## config.mk

```make
export PLATFORM = sky130hd
export DESIGN_NAME = integer_power_square_multiply
export DESIGN_NICKNAME = d
export VERILOG_FILES = /design/src/ipow_pkg.sv /design/src/integer_power_square_multiply.sv
export SDC_FILE = /design/constraint.sdc
export NUM_CORES = 2
export LEC_CHECK = 0
export ABC_AREA = 1
export BUFFER_PORTS_ARGS = -buffer_cell sky130_fd_sc_hd__buf_2
export CAP_MARGIN = 20
export CORE_MARGIN = 2
export CORE_UTILIZATION = 59
export CTS_CLUSTER_SIZE = 24
export DETAILED_ROUTE_END_ITERATION = 7
export PLACE_DENSITY = 0.79
export SETUP_SLACK_MARGIN = 0.1
export SYNTH_ARGS = -nofsm -noshare
export SYNTH_HDL_FRONTEND = slang
export SYNTH_SLANG_ARGS = --single-unit
```

## constraint.sdc

```tcl
create_clock -name clk -period 10.7 [get_ports clk]
set_clock_uncertainty 0.05 [all_clocks]
set_input_delay 0.535 -clock clk [delete_from_list [all_inputs] [get_ports clk]]
set_output_delay 0.535 -clock clk [all_outputs]
set_load 0.01 [all_outputs]
```

## src/ipow_pkg.sv

```systemverilog
// shared widths and codes for the integer power block
package ipow_pkg;

	localparam int unsigned WordW = 64;
	localparam int unsigned HalfW = 32;

	typedef logic [WordW-1:0] word_t;
	typedef logic [HalfW-1:0] half_t;

	// width modes selected by the opcode
	localparam logic OP_WIDE   = 1'b0;
	localparam logic OP_NARROW = 1'b1;

	// which product the shared multiplier is building
	typedef enum logic {
		MUL_ACC,
		MUL_SQR
	} mul_sel_t;

	// partial product steps of one 64 x 64 low-half product
	typedef enum logic [1:0] {
		PART_LL,
		PART_LH,
		PART_HL
	} part_t;

	function automatic word_t sext_half(input half_t v);
		return {{HalfW{v[HalfW-1]}}, v};
	endfunction

endpackage

```

## src/integer_power_square_multiply.sv

```systemverilog
// integer power by square-and-multiply over one shared 32 x 32 multiplier
//
// input channel: in_valid / in_ready carry opcode, base and exponent as one
// word. opcode 0 raises a 64-bit base to the low 32 bits of the exponent,
// opcode 1 raises the low 32 bits of base to the full 64-bit exponent; the
// 32-bit power is sign-extended on result. output channel: out_valid /
// out_ready carry one result word per input word.
// each exponent bit costs a decision in ST_STEP, plus one multiply when the bit
// is set and one squaring while higher bits remain. a 64-bit product takes
// three passes through the multiplier (low x low, two cross terms), a 32-bit
// product one pass. a zero exponent or a negative one with a base other than
// 1 or -1 skips ST_MUL and goes straight to loading its result.
// in_ready is high only while the block is idle: one word is worked on at a
// time, and the next word can be taken the cycle after a result is loaded.
// the result register holds out_valid high until taken; a stalled receiver
// lets the next word run and holds it at its end until the register empties.
// reset (arst_n low) returns the block to idle with no result pending.
module integer_power_square_multiply (
	input  logic                clk,
	input  logic                arst_n,
	input  logic                in_valid,
	output logic                in_ready,
	input  logic                opcode,
	input  logic signed [63:0]  base,
	input  logic signed [63:0]  exponent,
	output logic                out_valid,
	input  logic                out_ready,
	output logic signed [63:0]  result
);
	import ipow_pkg::*;

	typedef enum logic [1:0] {
		ST_IDLE,
		ST_STEP,
		ST_MUL,
		ST_DONE
	} state_t;

	state_t   state_q;
	part_t    part_q;
	mul_sel_t sel_q;
	logic     narrow_q;
	word_t    acc_q;
	word_t    b_q;
	word_t    mag_q;
	word_t    lo_q;
	half_t    cross_q;
	word_t    result_q;
	logic     out_valid_q;

	// operand decode at accept
	logic  in_narrow;
	word_t in_b;
	logic  in_neg;
	word_t in_mag;
	half_t exp_lo;
	logic  unit_base;
	logic  zero_out;

	// shared multiplier
	word_t x_op;
	half_t ma;
	half_t mb;
	word_t prod;
	half_t cross_sum;
	word_t wide_prod;
	word_t mag_next;

	// hand-over to the result register
	logic  load_result;
	word_t final_acc;

	always_comb begin
		in_narrow = (opcode == OP_NARROW);
		exp_lo    = exponent[HalfW-1:0];
		if (in_narrow) begin
			in_b   = sext_half(base[HalfW-1:0]);
			in_neg = exponent[WordW-1];
			in_mag = in_neg ? (word_t'(0) - word_t'(exponent)) : word_t'(exponent);
		end else begin
			in_b   = word_t'(base);
			in_neg = exp_lo[HalfW-1];
			in_mag = {{HalfW{1'b0}}, (in_neg ? (half_t'(0) - exp_lo) : exp_lo)};
		end
		unit_base = (in_b == word_t'(1)) || (in_b == {WordW{1'b1}});
		// negative exponent on a base other than +-1 truncates to zero
		zero_out  = in_neg && !unit_base && (in_mag != '0);
	end

	always_comb begin
		x_op = (sel_q == MUL_ACC) ? acc_q : b_q;
		case (part_q)
			PART_LL: begin
				ma = x_op[HalfW-1:0];
				mb = b_q[HalfW-1:0];
			end
			PART_LH: begin
				ma = x_op[HalfW-1:0];
				mb = b_q[WordW-1:HalfW];
			end
			PART_HL: begin
				ma = x_op[WordW-1:HalfW];
				mb = b_q[HalfW-1:0];
			end
			default: begin
				ma = '0;
				mb = '0;
			end
		endcase
		prod      = word_t'(ma) * word_t'(mb);
		cross_sum = cross_q + prod[HalfW-1:0];
		wide_prod = lo_q + {cross_sum, {HalfW{1'b0}}};
		mag_next  = mag_q >> 1;
	end

	assign final_acc   = narrow_q ? sext_half(acc_q[HalfW-1:0]) : acc_q;
	assign load_result = (((state_q == ST_STEP) && (mag_q == '0)) || (state_q == ST_DONE))
		&& (!out_valid_q || out_ready);

	always_ff @(posedge clk or negedge arst_n) begin
		if (!arst_n) begin
			state_q     <= ST_IDLE;
			part_q      <= PART_LL;
			sel_q       <= MUL_ACC;
			out_valid_q <= 1'b0;
		end else begin
			if (load_result) begin
				out_valid_q <= 1'b1;
			end else if (out_ready) begin
				out_valid_q <= 1'b0;
			end
			case (state_q)
				ST_IDLE: begin
					if (in_valid) begin
						narrow_q <= in_narrow;
						b_q      <= in_b;
						acc_q    <= zero_out ? word_t'(0) : word_t'(1);
						mag_q    <= zero_out ? word_t'(0) : in_mag;
						state_q  <= ST_STEP;
					end
				end
				ST_STEP: begin
					part_q <= PART_LL;
					if (mag_q == '0) begin
						if (load_result) begin
							result_q <= final_acc;
							state_q  <= ST_IDLE;
						end else begin
							state_q <= ST_DONE;
						end
					end else if (mag_q[0]) begin
						// multiply in this bit, then clear it and come back
						sel_q   <= MUL_ACC;
						state_q <= ST_MUL;
					end else begin
						mag_q <= mag_next;
						if (mag_next != '0) begin
							sel_q   <= MUL_SQR;
							state_q <= ST_MUL;
						end
					end
				end
				ST_MUL: begin
					case (part_q)
						PART_LL: begin
							if (narrow_q) begin
								// only the low half matters in narrow mode
								if (sel_q == MUL_ACC) begin
									acc_q    <= prod;
									mag_q[0] <= 1'b0;
								end else begin
									b_q <= prod;
								end
								state_q <= ST_STEP;
							end else begin
								lo_q   <= prod;
								part_q <= PART_LH;
							end
						end
						PART_LH: begin
							cross_q <= prod[HalfW-1:0];
							part_q  <= PART_HL;
						end
						PART_HL: begin
							if (sel_q == MUL_ACC) begin
								acc_q    <= wide_prod;
								mag_q[0] <= 1'b0;
							end else begin
								b_q <= wide_prod;
							end
							part_q  <= PART_LL;
							state_q <= ST_STEP;
						end
						default: begin
							part_q  <= PART_LL;
							state_q <= ST_STEP;
						end
					endcase
				end
				ST_DONE: begin
					// finished word waits for the result register to empty
					if (load_result) begin
						result_q <= final_acc;
						state_q  <= ST_IDLE;
					end
				end
				default: begin
					state_q <= ST_IDLE;
				end
			endcase
		end
	end

	assign in_ready  = (state_q == ST_IDLE);
	assign out_valid = out_valid_q;
	assign result    = $signed(result_q);

endmodule
```

==> run summary <==
The floorplan step defined a core boundary enclosing 92900 um^2. Before antenna repair, the detailed router went through 7 iterations. The hold path startpoint was base[10].

Summing the areas of all and, or, nand and nor instances in the mapped netlist gives 20.2% of the synthesized area. Number of failing hold endpoints at the final stage: 0. For this run, asynchronously set or reset flops after synthesis account for 1.67%. Number of buffers and inverters on the critical path: 14. TritonCTS built the clock tree. The worst hold path was traced through 3 stages. The run gives 3 as the number of buffers on the longest clock path. The kind of cell with the highest combined delay on the critical path is adder cells. Across all setup checks in the final design, the least slack found is 0.392 ns. Of the total synthesized cell area, the portion taken by XOR and XNOR cells is 1.73%. Synthesis produced a netlist with a net count of 8209. For the pin with the worst max-slew slack, the measured transition is 1.27 ns. The cell depth of the worst flop-to-flop path came out at 51. The tools report the maximum clock frequency as 0.0970 GHz.

The worst setup path is captured at a register. The path category of the worst min-delay check is primary input to register. In this run the mean area of a mapped cell was 8.05 um^2. The most numerous cell type found on the critical path is nand2_1. During synthesis, Yosys emitted a total of 0 warnings. The worst endpoint required time was 10.99 ns. For the total setup violations reported at the end of the flow, the log shows 0.

The run finished with clean final reports. Number of standard cells in the layout, taps in and fillers out: 8604. On the worst path, the slowest cell contributes a delay of 0.54 ns. The number of distinct library cell variants in the gate-level netlist after synthesis is 53, and the count of standard-cell rows is 112.

The endpoint of the most critical register-to-register path was b_q[59]$_DFFE_PP_. The worst pin sits at a relative slew slack of 14.6%. The synthesis-to-layout area growth was 15.2%; the instance count after placement with tap cells included was 8476. The die is 310 um wide. The post-synthesis register bit count was 359.

Across the whole layout, storage elements account for 10800 um^2. The average vias per placed instance was 5.79. The logs give 39200 um^2 for the area of combinational cells with multiple inputs and 69 for the pin count of the biggest net entering global routing.

The wire length per cell was 23.6 um; the count of flip-flops with a built-in enable after synthesis was 353. 199 I/O pins were placed. For this design, the sink count on the clock tree is 359.

After synthesis, the largest family of logic cells by area is adder cells. Post-detailed-routing wire length: 203000 um. By area the synthesized netlist is led by fa_1 (33%), edfxtp_1 (19%), nand2_1 (11%), inv_1 (9.7%), ha_1 (7.6%).

The tools report the number of max-capacitance violations reported as 0. Cell taking the most area after synthesis: fa_1. The final max-slew violation count came out at 0. Clock-pin slew was measured on the worst setup and hold paths at 0.07 ns.

The signal arrival time at the worst endpoint was 10.60 ns. Port buffering added 198 buffers. The worst hold path terminates at b_q[10]$_DFFE_PP_. Of the post-synthesis cell area, the dominant cell type holds 32.6%. From bottom edge to top edge, the die measures 310 um. The commonest register cell after synthesis was edfxtp_1. The run gives 6490 as the first-iteration detailed-routing DRC count. In the final layout, the share of cells above drive strength 1 is 14.3%. For the number of antenna violations at the first check in global routing, the log shows 4. Setup repair after global routing left no endpoint under its margin. The tools report the number of routed nets with antenna violations as 0.

The mux cell area share after synthesis came out at 0%. The final cell utilization of the core is 68.3%. The kind of launch point of the worst setup path is a register.

The final critical delay including setup and external delays was 10.31 ns; the setup slack of the most critical reg-to-reg path was 0.39 ns. The top fanout value on the critical path is 5, and the H-tree depth is 2. In the routed design, unresolved DRC markers number 0. The logs give 49800 for the via total after detailed routing and 1.06 for the final weighted congestion in routability-driven placement. The startpoint identified for the worst register-to-register timing path is part_q[1]$_DFFE_PN0P_. The tree is rooted in a clkbuf_16.

Detailed placement ended at an HPWL of 168000 um. For the clock insertion delay at the later pin of the skew report, the log shows 0.62 ns. Across every metal layer, demand over resource in global routing totals 42.7%.

Summing the areas of all compound-gate instances in the mapped netlist gives 6.57% of the synthesized area. Path type of the worst setup path: register to register. The synthesized netlist devotes 40.3% of its cell area to adder and majority cells. Global-route wire length before repair: 301000 um. The run gives 55100 um^2 as the mapped cell area. For this run, the post-layout net count is 8683. The cell count after synthesis came out at 6842.

The total congestion overflow is 0. The floorplan step defined a die boundary enclosing 95800 um^2. Final hold analysis gives a worst-case slack of 0.188 ns. The final worst-path cycle share was 96.3%. The master of the slowest instance on the critical path was fa_1. The logs give 59.3% for the initial core utilization and 7581 for the count of fill cells added during filler insertion. For this run, the register share of the synthesized area comes to 19.5%. The number of CTS-inserted buffers was 39. The number of global-route vias before repair came out at 49900.

Timing analysis after detailed placement gives a worst setup slack of -0.201 ns.
-- worst max path at each step --
stage | start | endpoint | slack [ns] | depth (start not counted)
after floorplan | part_q[0]$_DFFE_PN0P_ | b_q[61]$_DFFE_PP_ | 0.68 | 48
after global placement | sel_q$_DFFE_PN0P_ | b_q[63]$_DFFE_PP_ | -0.15 | 44
after detailed placement | sel_q$_DFFE_PN0P_ | b_q[63]$_DFFE_PP_ | -0.20 | 44
after CTS | part_q[1]$_DFFE_PN0P_ | b_q[58]$_DFFE_PP_ | 0.10 | 48
after global routing | part_q[1]$_DFFE_PN0P_ | b_q[59]$_DFFE_PP_ | 0.02 | 53
final | part_q[1]$_DFFE_PN0P_ | b_q[59]$_DFFE_PP_ | 0.39 | 51
-- tightest hold or removal path, cell delays in order --
cell and delay [ns]:
buf_2 0.10, nand2_1 0.05, nand2_1 0.05
-- synthesized netlist by cell type (all sizes together), types with 20 or more instances --
library cell / number
a21o: 20
nor3: 28
nand2: 1679
buf: 42
nand4: 44
ha: 336
xor2: 71
o22ai: 38
xnor2: 38
clkinv: 28
a21oi: 222
inv: 1421
edfxtp: 353
o211ai: 39
nor4: 37
a31oi: 20
nand3: 179
nor2: 793
o21ai: 264
clkbuf: 209
fa: 898
-- metrics by stage --
step | cell area [um^2] | setup TNS (ns)
after global placement | 60200 | -0.331
after detailed placement | 60200 | -0.458
after CTS | 61600 | 0
after floorplan | 55100 | 0
after global routing | 63500 | 0
final | 63500 | 0
-- cells in the final DEF, fill, tap and decap left out, types with 18 or more instances in the layout --
cell | netlist | layout
a21o_1 | 20 | 20
a21oi_1 | 222 | 185
a21oi_2 | 0 | 31
a31oi_1 | 20 | 18
buf_12 | 0 | 19
buf_2 | 9 | 198
buf_4 | 1 | 433
buf_6 | 7 | 23
clkbuf_16 | 0 | 44
clkinv_1 | 28 | 19
edfxtp_1 | 353 | 353
fa_1 | 898 | 888
ha_1 | 336 | 309
ha_4 | 0 | 21
inv_1 | 1417 | 1397
inv_2 | 3 | 26
nand2_1 | 1674 | 1634
nand2_2 | 3 | 41
nand3_1 | 178 | 174
nand4_1 | 43 | 43
nor2_1 | 781 | 730
nor2_2 | 8 | 41
nor2_4 | 3 | 21
nor3_1 | 27 | 22
nor4_1 | 37 | 37
o211ai_1 | 39 | 39
o21ai_0 | 261 | 222
o21ai_1 | 2 | 29
o22ai_2 | 0 | 23
xnor2_1 | 38 | 33
xor2_1 | 71 | 58
-- state kept, by name (all words and copies together) (netlist names), 2 cells and up --
name	flops
acc_q	64
b_q	64
lo_q	64
mag_q	64
result	64
cross_q	32
part_q	2
state_q	2
-- logic make-up (layout without fill, tap and decap cells) --
logic type	after synthesis	after routing
buf+inv	1700	2205
compound gates	651	651
flops	359	359
other cells	0	3
simple gates	2789	2789
xor+xnor	109	109
fa+ha+maj	1234	1234
-- routing by layer --
layer	vias to the layer above	track usage, %	wire length, um
li1	21800	-	-
met1	24000	55.9	73300
met2	3366	64.5	88000
met3	676	12.0	27800
met4	4	23.2	14100
met5	-	0	28
-- cell type report --
class	instances	area share (%)
Multi-Input combinational cell	4783	61.8
Tap cell	1254	2.47
Timing Repair inverter	1	0.00788
Clock buffer	43	1.59
Timing Repair Buffer	683	8.02
Inverter	1449	8.62
Antenna cell	3	0.0118
Clock inverter	29	0.544
Sequential cell	359	16.9
-- what timing repair did --
item	CTS	global route
endpoints found under the setup margin	17	36
buffers inserted	0	46
pin swaps	0	100
cloned	0	6
endpoints found under the hold margin	6	0
hold buffers	1	0
gates resized for setup	22	366
Power is left out: the tool's default activity adds up to more than one toggle a clock period on the data nets, which glitch-free logic cannot reach.
